$ cat config.mk
export PLATFORM = sky130hd
export DESIGN_NAME = msb_first_field_unpacker_top
export DESIGN_NICKNAME = d
export VERILOG_FILES = /design/src/rtl/mffu_pkg.sv /design/src/rtl/msb_first_field_unpacker_top.sv /design/src/rtl/mffu_front.sv /design/src/rtl/mffu_back.sv
export SDC_FILE = /design/constraint.sdc
export NUM_CORES = 1
export LEC_CHECK = 0
export ABC_CLOCK_PERIOD_IN_PS = 10300
export BUFFER_PORTS_ARGS = -buffer_cell sky130_fd_sc_hd__buf_2
export CAP_MARGIN = 20
export CORE_ASPECT_RATIO = 1.5
export CORE_MARGIN = 5
export CORE_UTILIZATION = 25
export DETAILED_ROUTE_END_ITERATION = 8
export MAX_ROUTING_LAYER = met4
export PLACE_DENSITY = 0.49
export RECOVER_POWER = 50
export SLEW_MARGIN = 20
export SYNTH_ARGS = -nofsm -noshare
export SYNTH_HDL_FRONTEND = slang
export SYNTH_SLANG_ARGS = --single-unit
$ cat constraint.sdc
create_clock -name clk -period 10.3 [get_ports clk]
set_input_delay 1.545 -clock clk [delete_from_list [all_inputs] [get_ports clk]]
set_output_delay 1.545 -clock clk [all_outputs]
set_load 0.01 [all_outputs]
$ cat src/rtl/mffu_pkg.sv
`default_nettype none

package mffu_pkg;

    localparam int WordBits   = 32;
    localparam int FieldMax   = 16;
    localparam int MaxResults = 32;
    localparam int AccBits    = 2 * WordBits;
    localparam int CntBits    = 8;
    localparam int WidthBits  = 5;
    localparam int IndexBits  = 9;
    localparam int LcBits     = $clog2(WordBits + 1);
    localparam int AvailBits  = $clog2(AccBits + 1);
    localparam int NBits      = $clog2(MaxResults);
    localparam int ShBits     = $clog2(FieldMax);
    localparam int QueueDepth = 2;
    localparam int QPtrBits   = $clog2(QueueDepth);
    localparam int QCntBits   = $clog2(QueueDepth + 1);

    typedef enum logic [1:0] {
        CFG_FIRST_WIDTH  = 2'd0,
        CFG_FIRST_COUNT  = 2'd1,
        CFG_SECOND_WIDTH = 2'd2,
        CFG_SECOND_COUNT = 2'd3
    } cfg_reg_t;

    typedef struct packed {
        logic [WidthBits-1:0] first_width;
        logic [CntBits-1:0]   first_count;
        logic [WidthBits-1:0] second_width;
        logic [CntBits-1:0]   second_count;
    } cfg_t;

    typedef struct packed {
        logic [WordBits-1:0] word;
        logic                start;
    } item_t;

    typedef struct packed {
        logic [CntBits-1:0] cnt;
        logic               second;
        logic               complete;
    } rec_t;

    typedef struct packed {
        logic [FieldMax-1:0]  value;
        logic [IndexBits-1:0] field_index;
        logic                 group;
        logic                 last_of_word;
        logic                 record_done;
    } result_t;

    typedef enum logic {
        BK_IDLE,
        BK_EXTRACT
    } back_state_t;

    function automatic logic [WidthBits-1:0] clamp_width(input logic [WidthBits-1:0] w);
        logic [WidthBits-1:0] r;
        r = w;
        if (w == '0)
        begin
            r = WidthBits'(1);
        end
        else if (w > WidthBits'(FieldMax))
        begin
            r = WidthBits'(FieldMax);
        end
        return r;
    endfunction

    function automatic rec_t settle(input rec_t s, input cfg_t c);
        rec_t r;
        r = s;
        if (!r.complete)
        begin
            if (!r.second && (r.cnt >= c.first_count))
            begin
                r.second = 1'b1;
                r.cnt    = '0;
            end
            if (r.second && (r.cnt >= c.second_count))
            begin
                r.complete = 1'b1;
            end
        end
        return r;
    endfunction

endpackage

`default_nettype wire

$ cat src/rtl/msb_first_field_unpacker_top.sv
// Channel   Direction  Signals                         Payload
// s_        in         s_tvalid s_tready s_tdata s_tuser  word, start_req
// m_        out        m_tvalid m_tready m_tdata m_tlast m_tuser  one field
// cfg_      in         cfg_valid cfg_ready cfg_index cfg_data  register write
//
// A word is first merged with leftover bits in the extraction engine, then
// emits one field it completes per cycle while the output is free: n = 1..32
// fields (2 or 3 for 12-bit fields). A word arriving on a closed record is dropped.
// A two-entry input queue and a one-entry output register decouple the sides;
// a held output transfer stalls the engine until m_tready.
// Reset leaves the record closed; words are ignored until one carries start_req.
`default_nettype none

module msb_first_field_unpacker_top (
    input  wire logic        clk,
    input  wire logic        rst_n,
    input  wire logic        s_tvalid,
    output logic             s_tready,
    input  wire logic [31:0] s_tdata,    // [31:0] word
    input  wire logic [0:0]  s_tuser,    // [0] start_req
    output logic             m_tvalid,
    input  wire logic        m_tready,
    output logic [31:0]      m_tdata,    // [15:0] value, [24:16] field_index, [31:25] zero
    output logic             m_tlast,
    output logic [1:0]       m_tuser,    // [0] group, [1] record_done
    input  wire logic        cfg_valid,
    output logic             cfg_ready,
    input  wire logic [1:0]  cfg_index,
    input  wire logic [7:0]  cfg_data
);
    import mffu_pkg::*;

    cfg_t     cfg_reg;
    cfg_t     cfg_next;
    item_t    s_item;
    item_t    q_item;
    logic     q_valid;
    logic     q_pop;
    result_t  m_result;

    assign cfg_ready = 1'b1;

    always_comb
    begin
        cfg_next = cfg_reg;
        if (cfg_valid)
        begin
            unique case (cfg_reg_t'(cfg_index))
                CFG_FIRST_WIDTH:  cfg_next.first_width  = cfg_data[WidthBits-1:0];
                CFG_FIRST_COUNT:  cfg_next.first_count  = cfg_data[CntBits-1:0];
                CFG_SECOND_WIDTH: cfg_next.second_width = cfg_data[WidthBits-1:0];
                CFG_SECOND_COUNT: cfg_next.second_count = cfg_data[CntBits-1:0];
            endcase
        end
    end

    always_ff @(posedge clk or negedge rst_n)
    begin
        if (!rst_n)
        begin
            cfg_reg <= '{first_width: WidthBits'(12), first_count: CntBits'(63),
                         second_width: WidthBits'(2), second_count: CntBits'(63)};
        end
        else
        begin
            cfg_reg <= cfg_next;
        end
    end

    assign s_item = '{word: s_tdata, start: s_tuser[0]};

    mffu_front u_front (
        .clk     (clk),
        .rst_n   (rst_n),
        .s_valid (s_tvalid),
        .s_ready (s_tready),
        .s_item  (s_item),
        .q_valid (q_valid),
        .q_item  (q_item),
        .q_pop   (q_pop)
    );

    mffu_back u_back (
        .clk      (clk),
        .rst_n    (rst_n),
        .cfg      (cfg_reg),
        .q_valid  (q_valid),
        .q_item   (q_item),
        .q_pop    (q_pop),
        .m_valid  (m_tvalid),
        .m_ready  (m_tready),
        .m_result (m_result)
    );

    assign m_tdata = {7'b0, m_result.field_index, m_result.value};
    assign m_tlast = m_result.last_of_word;
    assign m_tuser = {m_result.record_done, m_result.group};

`ifndef SYNTHESIS
    a_done_ends_word: assert property (@(posedge clk) disable iff (!rst_n)
        m_tvalid && m_tuser[1] |-> m_tlast)
        else $error("record end not marked as last transfer of its word");

    a_first_index: assert property (@(posedge clk) disable iff (!rst_n)
        m_tvalid && !m_tuser[0] |-> m_tdata[24:16] < {1'b0, cfg_reg.first_count})
        else $error("first group index beyond its count");

    a_second_index: assert property (@(posedge clk) disable iff (!rst_n)
        m_tvalid && m_tuser[0] |-> m_tdata[24:16] < {1'b0, cfg_reg.second_count})
        else $error("second group index beyond its count");
`endif

endmodule

`default_nettype wire

$ cat src/rtl/mffu_front.sv
`default_nettype none

module mffu_front (
    input  wire logic            clk,
    input  wire logic            rst_n,
    input  wire logic            s_valid,
    output logic                 s_ready,
    input  wire mffu_pkg::item_t s_item,
    output logic                 q_valid,
    output mffu_pkg::item_t      q_item,
    input  wire logic            q_pop
);
    import mffu_pkg::*;

    item_t                mem_reg [QueueDepth];
    logic [QPtrBits-1:0]  wr_ptr_reg;
    logic [QPtrBits-1:0]  wr_ptr_next;
    logic [QPtrBits-1:0]  rd_ptr_reg;
    logic [QPtrBits-1:0]  rd_ptr_next;
    logic [QCntBits-1:0]  count_reg;
    logic [QCntBits-1:0]  count_next;
    logic                 push;
    logic                 pop;

    assign s_ready = (count_reg != QCntBits'(QueueDepth));
    assign q_valid = (count_reg != '0);
    assign q_item  = mem_reg[rd_ptr_reg];
    assign push    = s_valid && s_ready;
    assign pop     = q_pop && q_valid;

    always_comb
    begin
        wr_ptr_next = wr_ptr_reg;
        rd_ptr_next = rd_ptr_reg;
        count_next  = count_reg;
        if (push)
        begin
            wr_ptr_next = (wr_ptr_reg == QPtrBits'(QueueDepth - 1)) ? '0
                        : wr_ptr_reg + QPtrBits'(1);
        end
        if (pop)
        begin
            rd_ptr_next = (rd_ptr_reg == QPtrBits'(QueueDepth - 1)) ? '0
                        : rd_ptr_reg + QPtrBits'(1);
        end
        if (push && !pop)
        begin
            count_next = count_reg + QCntBits'(1);
        end
        else if (pop && !push)
        begin
            count_next = count_reg - QCntBits'(1);
        end
    end

    always_ff @(posedge clk or negedge rst_n)
    begin
        if (!rst_n)
        begin
            wr_ptr_reg <= '0;
            rd_ptr_reg <= '0;
            count_reg  <= '0;
        end
        else
        begin
            wr_ptr_reg <= wr_ptr_next;
            rd_ptr_reg <= rd_ptr_next;
            count_reg  <= count_next;
        end
    end

    always_ff @(posedge clk)
    begin
        if (push)
        begin
            mem_reg[wr_ptr_reg] <= s_item;
        end
    end

endmodule

`default_nettype wire

$ cat src/rtl/mffu_back.sv
`default_nettype none

module mffu_back (
    input  wire logic            clk,
    input  wire logic            rst_n,
    input  wire mffu_pkg::cfg_t  cfg,
    input  wire logic            q_valid,
    input  wire mffu_pkg::item_t q_item,
    output logic                 q_pop,
    output logic                 m_valid,
    input  wire logic            m_ready,
    output mffu_pkg::result_t    m_result
);
    import mffu_pkg::*;

    back_state_t            state_reg;
    back_state_t            state_next;
    rec_t                   rec_reg;
    rec_t                   rec_next;
    logic [WordBits-1:0]    buf_reg;
    logic [WordBits-1:0]    buf_next;
    logic [LcBits-1:0]      bits_reg;
    logic [LcBits-1:0]      bits_next;
    logic [AccBits-1:0]     acc_reg;
    logic [AccBits-1:0]     acc_next;
    logic [AvailBits-1:0]   avail_reg;
    logic [AvailBits-1:0]   avail_next;
    logic [NBits-1:0]       n_reg;
    logic [NBits-1:0]       n_next;
    logic                   out_valid_reg;
    logic                   out_valid_next;
    result_t                out_reg;
    result_t                out_next;

    logic                   out_free;
    logic [WidthBits-1:0]   w_cur;
    logic [WidthBits-1:0]   w_nxt;
    logic [ShBits-1:0]      sh_amt;
    logic [FieldMax-1:0]    field_v;
    logic [AccBits-1:0]     acc_shift;
    logic [AvailBits-1:0]   avail_after;
    rec_t                   rec_inc;
    rec_t                   rec_adv;
    rec_t                   rec_start;
    rec_t                   rec_pop;
    logic [LcBits-1:0]      lc_pop;
    logic [WordBits-1:0]    buf_pop;
    logic [AccBits-1:0]     acc_load;
    logic                   stop;
    logic                   is_last;
    logic                   emit;
    logic                   fin;
    logic [AccBits-1:0]     fin_acc;
    logic [AvailBits-1:0]   fin_avail;
    logic                   fin_complete;

    assign out_free  = !out_valid_reg || m_ready;
    assign w_cur     = clamp_width(rec_reg.second ? cfg.second_width : cfg.first_width);
    assign sh_amt    = ShBits'(WidthBits'(FieldMax) - w_cur);
    assign field_v   = acc_reg[AccBits-1 -: FieldMax] >> sh_amt;
    assign acc_shift = acc_reg << w_cur;
    assign avail_after = avail_reg - AvailBits'(w_cur);

    always_comb
    begin
        rec_inc          = rec_reg;
        rec_inc.cnt      = rec_reg.cnt + CntBits'(1);
        rec_inc.complete = 1'b0;
    end

    assign rec_adv = settle(rec_inc, cfg);
    assign w_nxt   = clamp_width(rec_adv.second ? cfg.second_width : cfg.first_width);
    assign is_last = rec_adv.complete || (n_reg == NBits'(MaxResults - 1))
                   || (avail_after < AvailBits'(w_nxt));
    assign stop    = rec_reg.complete || (avail_reg < AvailBits'(w_cur));

    always_comb
    begin
        rec_start = rec_reg;
        if (q_item.start)
        begin
            rec_start = '{cnt: '0, second: 1'b0, complete: 1'b0};
        end
    end

    assign rec_pop  = settle(rec_start, cfg);
    assign lc_pop   = q_item.start ? '0 : bits_reg;
    assign buf_pop  = q_item.start ? '0 : buf_reg;
    assign acc_load = {buf_pop, {WordBits{1'b0}}}
                    | ({q_item.word, {WordBits{1'b0}}} >> lc_pop);

    always_comb
    begin
        state_next = state_reg;
        unique case (state_reg)
            BK_IDLE:
            begin
                if (q_valid && !rec_pop.complete)
                begin
                    state_next = BK_EXTRACT;
                end
            end
            BK_EXTRACT:
            begin
                if (stop || (out_free && is_last))
                begin
                    state_next = BK_IDLE;
                end
            end
        endcase
    end

    always_comb
    begin
        q_pop        = 1'b0;
        emit         = 1'b0;
        fin          = 1'b0;
        fin_acc      = acc_reg;
        fin_avail    = avail_reg;
        fin_complete = rec_reg.complete;
        rec_next     = rec_reg;
        buf_next     = buf_reg;
        bits_next    = bits_reg;
        acc_next     = acc_reg;
        avail_next   = avail_reg;
        n_next       = n_reg;
        unique case (state_reg)
            BK_IDLE:
            begin
                if (q_valid)
                begin
                    q_pop      = 1'b1;
                    rec_next   = rec_pop;
                    buf_next   = buf_pop;
                    bits_next  = lc_pop;
                    acc_next   = acc_load;
                    avail_next = AvailBits'(lc_pop) + AvailBits'(WordBits);
                    n_next     = '0;
                end
            end
            BK_EXTRACT:
            begin
                if (stop)
                begin
                    fin = 1'b1;
                end
                else if (out_free)
                begin
                    emit       = 1'b1;
                    rec_next   = rec_adv;
                    acc_next   = acc_shift;
                    avail_next = avail_after;
                    n_next     = n_reg + NBits'(1);
                    if (is_last)
                    begin
                        fin          = 1'b1;
                        fin_acc      = acc_shift;
                        fin_avail    = avail_after;
                        fin_complete = rec_adv.complete;
                    end
                end
            end
        endcase
        if (fin)
        begin
            if (fin_complete)
            begin
                buf_next  = '0;
                bits_next = '0;
            end
            else
            begin
                buf_next  = fin_acc[AccBits-1 -: WordBits];
                bits_next = (fin_avail > AvailBits'(WordBits)) ? LcBits'(WordBits)
                          : LcBits'(fin_avail);
            end
        end
    end

    always_comb
    begin
        out_valid_next = out_valid_reg;
        out_next       = out_reg;
        if (emit)
        begin
            out_valid_next           = 1'b1;
            out_next.value           = field_v & ((FieldMax'(1) << w_cur) - FieldMax'(1));
            out_next.field_index     = IndexBits'(rec_reg.cnt);
            out_next.group           = rec_reg.second;
            out_next.last_of_word    = is_last;
            out_next.record_done     = rec_adv.complete;
        end
        else if (m_ready)
        begin
            out_valid_next = 1'b0;
        end
    end

    assign m_valid  = out_valid_reg;
    assign m_result = out_reg;

    always_ff @(posedge clk or negedge rst_n)
    begin
        if (!rst_n)
        begin
            state_reg     <= BK_IDLE;
            rec_reg       <= '{cnt: '0, second: 1'b0, complete: 1'b1};
            buf_reg       <= '0;
            bits_reg      <= '0;
            n_reg         <= '0;
            avail_reg     <= '0;
            out_valid_reg <= 1'b0;
        end
        else
        begin
            state_reg     <= state_next;
            rec_reg       <= rec_next;
            buf_reg       <= buf_next;
            bits_reg      <= bits_next;
            n_reg         <= n_next;
            avail_reg     <= avail_next;
            out_valid_reg <= out_valid_next;
        end
    end

    always_ff @(posedge clk)
    begin
        acc_reg <= acc_next;
        out_reg <= out_next;
    end

endmodule

`default_nettype wire
==> Word-level counts from Yosys, hierarchy flattened <==
Memories as Yosys holds them, arrays and structs flattened.
Index checks and enable logic that the tools add are counted.
{ "classes": {"addsub": 10, "magnitude_cmp": 9, "n_eq_ne": 9, "n_shift": 4, "mux": 72, "bitwise_logic": 3, "n_reduce_logical": 34} }
{ "op_table": {"columns": ["cell", "n"], "rows": [
  ["$mux W64", 7],
  ["$mux W32", 5],
  ["$pmux W64 S2", 1],
  ["$or A64 B64 Y64", 1],
  ["$shl A64 B5 Y64", 1],
  ["$shr A64 B6 Y64", 1],
  ["$mux W10", 5],
  ["$mux W7", 7],
  ["$mux W5", 9],
  ["$mux W6", 6],
  ["$ge A8 B8 Y1", 4],
  ["$mux W9", 3],
  ["$mux W1", 23],
  ["$pmux W10 S2", 1],
  ["$and A16 B16 Y16", 1],
  ["$shl A1 B5 Y16 const A", 1],
  ["$shr A16 B4 Y16", 1],
  ["$sub A16 B1 Y16 const B", 1],
  ["$lt A7 B5 Y1", 2],
  ["$pmux W7 S2", 1],
  ["$gt A5 B5 Y1 const B", 2],
  ["$logic_and A1 B1 Y1", 10],
  ["$logic_not A5 Y1", 2],
  ["$pmux W5 S2", 1],
  ["23 further kinds", 45]
]} }
{ "totals": {"reg_bits": 183, "ramBits": 66, "input_bits": 48, "out_inout_bits": 38, "word_cells": 164, "memories": 1} }
{ "mem_list": {"columns": ["name", "depth", "width", "rd", "rd_ports_with_merged_regs", "write_ports", "line", "text"], "rows": [
  ["u_front.mem_reg", 2, 33, 1, 0, 1, "mffu_front.sv:15", "item_t mem_reg [QueueDepth];"]
]} }

==> Longest topological paths before layout <==
{ "logic_depth": {"depth_word": 18, "ltp_mapped": 25, "ltp_nobuf": 23} }

==> Cells and area by module <==
Synthesis repeated with hierarchy kept, for this count alone.
{ "hier_totals": {"hier_cells": 1694, "hier_area_um2": 17964.7} }
{ "by_module_without_submodules": {"columns": ["mod", "n_inst", "cells_each", "area_each_um2", "seq_area_each_um2"], "rows": [
  ["mffu_back", 1, 1507, 14159.8, 4285.4],
  ["mffu_front", 1, 121, 2727.6, 2082.0],
  ["msb_first_field_unpacker_top", 1, 66, 1077.3, 669.4]
]} }

==> Least setup slack after synthesis <==
Ideal clock, no wire load.
{ "synth_timing": {"path_type": "reg2reg", "startpoint": "register u_back.rec_reg, in the netlist u_back.rec_inc[1]", "endpoint": "register u_back.acc_reg[0], enable pin", "setup_ns": 0.453, "t_arrival_ns": 5.234, "required_time_ns": 9.847, "setup_slack_ns": 4.613, "path_stages_with_launch": 17, "n_path_buf": 7, "period_less_slack_ns": 5.687, "path_cell_list": "dfrtp_1 > buf_2 > buf_2 > mux2i_1 > nand2b_1 > buf_2 > buf_2 > buf_1 > ha_1 > o21ai_1 > a21oi_1 > o21ai_1 > a21oi_1 > nand2_1 > nand2_1 > clkbuf_1 > clkbuf_1"} }
{ "synth_via": {"elab_chain_cells": 8, "word_cells_on_any_way": 9, "cone_classes": "order compare (2); eq/ne (1); mux (3); reduce/logical (3)"} }
{ "synth_lines": {"columns": ["element", "line", "text"], "rows": [
  ["start: declaration", "mffu_back.sv:18", "rec_t rec_reg;"],
  ["start signal: assignment", "mffu_back.sv:207", "rec_reg <= '{cnt: '0, second: 1'b0, complete: 1'b1};"],
  ["start signal: assignment", "mffu_back.sv:217", "rec_reg <= rec_next;"],
  ["$mux W5 *", "mffu_back.sv:58", "assign w_cur = clamp_width(rec_reg.second ? cfg.second_width : cfg.first_width);"],
  ["$gt A5 B5 Y1", "mffu_pkg.sv:65", "else if (w > WidthBits'(FieldMax))"],
  ["$mux W5", "mffu_pkg.sv:65", null],
  ["$mux W5 *", "mffu_pkg.sv:61", "if (w == '0)"],
  ["$lt A7 B5 Y1 *", "mffu_back.sv:75", "assign stop = rec_reg.complete || (avail_reg < AvailBits'(w_cur));"],
  ["$logic_or A1 B1 Y1 *", "mffu_back.sv:75", null],
  ["$ne A2 B2 Y1 (no line) *", null, null],
  ["$reduce_and A3 Y1 (no line) *", null, null],
  ["end signal: assignment", "mffu_back.sv:228", "acc_reg <= acc_next;"],
  ["end: declaration", "mffu_back.sv:24", "logic [AccBits-1:0] acc_reg;"]
]} }
Every way passes the cells marked *; elsewhere a longest branch is shown, timed or not.
A chain may end at the register's enable or synchronous reset.

==> Worst setup path in the final report <==
{ "layout_timing": {"startpoint": "register u_back.rec_reg, in the netlist u_back.rec_inc[1]", "endpoint": "register u_back.bits_reg[0]"} }
{ "layout_via": {"elab_chain_cells": 17, "word_cells_on_any_way": 41, "cone_classes": "add/sub (1); order compare (6); eq/ne (1); mux (23); reduce/logical (10)"} }
{ "layout_lines": {"columns": ["element", "line", "text"], "rows": [
  ["branches (longest 17 deep; another with $sub A7 B5 Y7)", null, null],
  ["end signal: assignment", "mffu_back.sv:219", "bits_reg <= bits_next;"],
  ["end: declaration", "mffu_back.sv:22", "logic [LcBits-1:0] bits_reg;"]
]} }
Several ways; the timed one is not identified.

==> parameters.txt <==
Parameter                              Value

Synthesis
  Cell area after synthesis    0.01795 mm^2
  Count of flip-flops with a built-in enable after synthesis    157
  Most frequent cell after synthesis    sky130_fd_sc_hd__nand2_1
  Distinct cell type count of the synthesized netlist    87
  Yosys warning count    0
  Top area cells in the synthesized netlist    sky130_fd_sc_hd__edfxtp_1 (26%), sky130_fd_sc_hd__dfrtp_1 (11%), sky130_fd_sc_hd__mux2i_1 (10%)
  Commonest register cell after synthesis    sky130_fd_sc_hd__edfxtp_1
  Synth top cells by count    sky130_fd_sc_hd__nand2_1 (225), sky130_fd_sc_hd__mux2i_1 (185), sky130_fd_sc_hd__a21oi_1 (161), sky130_fd_sc_hd__edfxtp_1 (157), sky130_fd_sc_hd__nor2_1 (121)
  Sequential-to-total area share from yosys stat    0.3920
  Proportion of synthesized flip-flops having asynchronous set or reset    0.3695
  Synth top area share    0.2626
  Instance count of the mapped netlist    1878
  Most area-hungry cell type in the Yosys netlist    sky130_fd_sc_hd__edfxtp_1
  Synth Register Bits    249
  Mean instance size in the synthesized netlist    9.559 um^2

Setup path
  Highest fanout seen on the critical path    56
  Class of the most critical setup path    reg -> reg
  Cell depth of the worst flop-to-flop path    21
  Endpoint arrival time on the critical path    6990 ps
  Slack of the worst reg-to-reg path    3810 ps
  Startpoint of the lowest-slack register-to-register path    u_back.rec_inc[1]
  Required time of the worst setup path    10790 ps
  Largest incremental delay on the critical path    740 ps
  Terminus of the critical flop-to-flop path    u_back.bits_reg[0]
  Startpoint type of the worst setup path    flop
  Type of destination of the critical path    flop
  Crit-path most repeated cell    sky130_fd_sc_hd__nand2b_1
  Ordered cell list for the critical path    mux2_2, buf_4, inv_2, and2_2, inv_2, ha_1, nand2b_1, nand2b_1, a211oi_1, nor2_1, ha_1, nand2_1, nor3_1, o21ai_0, a21o_1, a31oi_4, nand2b_1, buf_4, nor4_2, a2111o_1, a32o_1
  Slowest stage cell on the critical path    sky130_fd_sc_hd__dfrtp_1

Status
  Status    complete, but fails checks
  Violations in the final reports    max-capacitance violations, max-slew violations

Clocking
  CTS hold repair buffers    0
  Clock Sinks    249
  Deepest level of the CTS H-tree    1
  # resized after CTS    0
  Worst-Skew Late Latency    610 ps
  # Post-CTS Setup Buffers    0
  CTS buffer count    30
  CTS tree    yes
  Bufs on Longest Clock Path    3
  Worst-path clk slew    60 ps
  Root Driver    sky130_fd_sc_hd__clkbuf_16

GRT
  Combined global-route utilization of all metal layers    0.1779
  Vias in the first global route    16090
  Initial antenna violation count    0
  Global-route wire length before repair    105100 um
  Total congestion overflow after global routing    0
  Maximum number of pins on one net before global-route repair    61

Pwr
  Pleak    0.007716 uW
  Switching power total    3862 uW
  Share of power burned in registers    0.261
  Power share of the clock group    0.145
  Internal power of the cells    3711 uW
  Power per cell area    376.1 mW/mm^2
  Combinational Power Share    0.594
  Max IR drop VDD    0.2046 mV
  Sw Share    0.5099

STA
  Unrepaired setup endpoints after global routing    no
  Slew Limit Fails    207
  Crit path setup slack, layout    3805 ps
  Total setup violations reported at the end of the flow    0
  Period minus WS final    6495 ps
  Setup TNS Final    0 ps
  Relative slew slack    -0.8790
  Number of hold violations in the final report    0
  Clk_skew    14.90 ps
  Transition at the pin with the smallest max-transition slack    2808 ps
  Peak Freq    154.0 MHz
  Final clock period utilization by the worst path    0.6306

Hold path
  Worst Hold Launch    u_back.buf_reg[12]
  Min-Delay Path Class    reg -> reg
  Terminating pin of the worst hold path    u_back.buf_reg[12]
  Worst hold path stage count    2

Floorplanning
  Width of the die    228.8 um
  I/O pin total    86
  Area inside the core boundary    0.07132 mm^2
  Starting utilization of the core area    0.2517
  Vert. Die Dim    338.2 um
  Full die area    0.07737 mm^2
  Number of cell rows    120

Finish
  Fill cell total of the finished layout    7452
  Diodes inserted    0
  Total area of multi-input combinational cells    0.01015 mm^2
  Layout cells sized above 1    0.1312
  Number of nets at the end of the flow    1990
  Sequential cell area    0.007039 mm^2
  Max reg flops    66
  Layout overhead on the synthesized area    12.15%

Detailed routing
  DRC marker count from the first detailed-route iteration    1353
  DRT Wirelength    69820 um
  Antenna viol nets, final    0
  First-pass iteration count of the detailed router    5
  Total DRC errors in the routed layout    0
  Total via count after detailed routing    15800
  Average wire length per cell after detail routing    24.69 um
  Post-detailed-route via-to-cell ratio    5.588

Placed design
  I/O Buffers    76
  RePlAce Congestion    0.9848
  Detail Placement HPWL    52280 um
  Dpl ws    3824 ps

Job
  # Max-Cap Violations    5
## critical path, delay by kind of cell, from the launching register on
kind,cells,cell delay (ps)
and+or+nand+nor,8,1450
adders and majority gates,2,690
muxes,1,400
DFF,1,740
buffers and inverters,4,1580
AOI/OAI and AO/OA,6,1510
## stage by stage
stage	utilization	instances	total power, uW	hold slack [ps]	area [um^2]
after floorplan	-	1885	4894	419.6	17980
after global placement	0.2683	2771	6408	471.4	19140
after detailed placement	0.2684	2771	6424	475.9	19140
after CTS	0.2826	2827	7545	489.4	20160
after global routing	0.2823	2828	8030	512.1	20130
final	0.2823	2828	7573	491.5	20130
## layout by cell type, fill, tap and decap left out, types with 10 or more instances in the layout
master                      netlist  final
sky130_fd_sc_hd__a21oi_1        161    160
sky130_fd_sc_hd__o21ai_1         38     37
sky130_fd_sc_hd__o211ai_1        13     13
sky130_fd_sc_hd__dfstp_2         16     16
sky130_fd_sc_hd__and2_1          28     27
sky130_fd_sc_hd__nand2b_1        18     18
sky130_fd_sc_hd__a21o_1          13     13
sky130_fd_sc_hd__o221ai_1        11     11
sky130_fd_sc_hd__clkbuf_16        0     32
sky130_fd_sc_hd__inv_1           34     34
sky130_fd_sc_hd__ha_1            52     52
sky130_fd_sc_hd__buf_4           20     31
sky130_fd_sc_hd__o21ai_0         95     95
sky130_fd_sc_hd__a211oi_1        46     45
sky130_fd_sc_hd__nor3_1          27     26
sky130_fd_sc_hd__nor2_1         121    121
sky130_fd_sc_hd__mux4_2          33     33
sky130_fd_sc_hd__nand2_1        225    224
sky130_fd_sc_hd__dfrtp_1         76     74
sky130_fd_sc_hd__o21a_1          11     10
sky130_fd_sc_hd__clkbuf_1        75     25
sky130_fd_sc_hd__edfxtp_1       157    157
sky130_fd_sc_hd__buf_2           27     60
sky130_fd_sc_hd__o22ai_1         42     42
sky130_fd_sc_hd__mux2_2          33     32
sky130_fd_sc_hd__xor2_1          10     10
sky130_fd_sc_hd__a22oi_1         76     76
sky130_fd_sc_hd__nand3_1         40     40
sky130_fd_sc_hd__a221oi_1        25     25
sky130_fd_sc_hd__mux2i_1        185    184
## cell type report
type | count | share of cell area
Clock inverter | 15 | 0.007645
Timing Repair Buffer | 111 | 0.03076
Sequential cell | 249 | 0.3497
Multi-Input combinational cell | 1456 | 0.5044
Clock buffer | 41 | 0.04295
Tap cell | 915 | 0.05687
Inverter | 41 | 0.007769
## cells by family after synthesis
| family | after synthesis | share of synthesized area |
|---|---|---|
| AND/OR/NAND/NOR | 512 | 0.1278 |
| XOR/XNOR | 17 | 0.008294 |
| buffers and inverters | 180 | 0.04663 |
| adder cells (fa/ha/maj) | 53 | 0.03736 |
| multiplexers | 252 | 0.1665 |
| other | 2 | 0.0004184 |
| flip-flops | 249 | 0.3920 |
| AO/OA/AOI/OAI | 613 | 0.2210 |
## routing by layer
metal	track usage	wire length, um
met5	-	0
met4	0.09929	4714
met3	0.02297	3780
met2	0.3069	34910
met1	0.1992	26420
## power groups by stage
stage | clock [uW] | combinational [uW] | sequential (uW)
3_5_place_dp | 0 | 4450 | 1980
6_report | 1100 | 4500 | 1980
2_1_floorplan | 0 | 3070 | 1830
3_3_place_gp | 0 | 4430 | 1970
4_1_cts | 1130 | 4460 | 1960
5_1_grt | 1160 | 4860 | 2010
## worst max path at each step
stage,endpoint,startpoint,slack [ps]
2_1_floorplan,u_back.acc_reg[0],u_back.rec_inc[1],4610
3_3_place_gp,u_back.bits_reg[2],u_back.rec_inc[1],4020
3_5_place_dp,u_back.bits_reg[0],u_back.rec_inc[1],3820
4_1_cts,u_back.bits_reg[0],u_back.rec_inc[1],3790
5_1_grt,u_back.bits_reg[2],u_back.rec_inc[1],3420
6_report,u_back.bits_reg[0],u_back.rec_inc[1],3810
No activity file was read; power rests on OpenSTA's default activity.
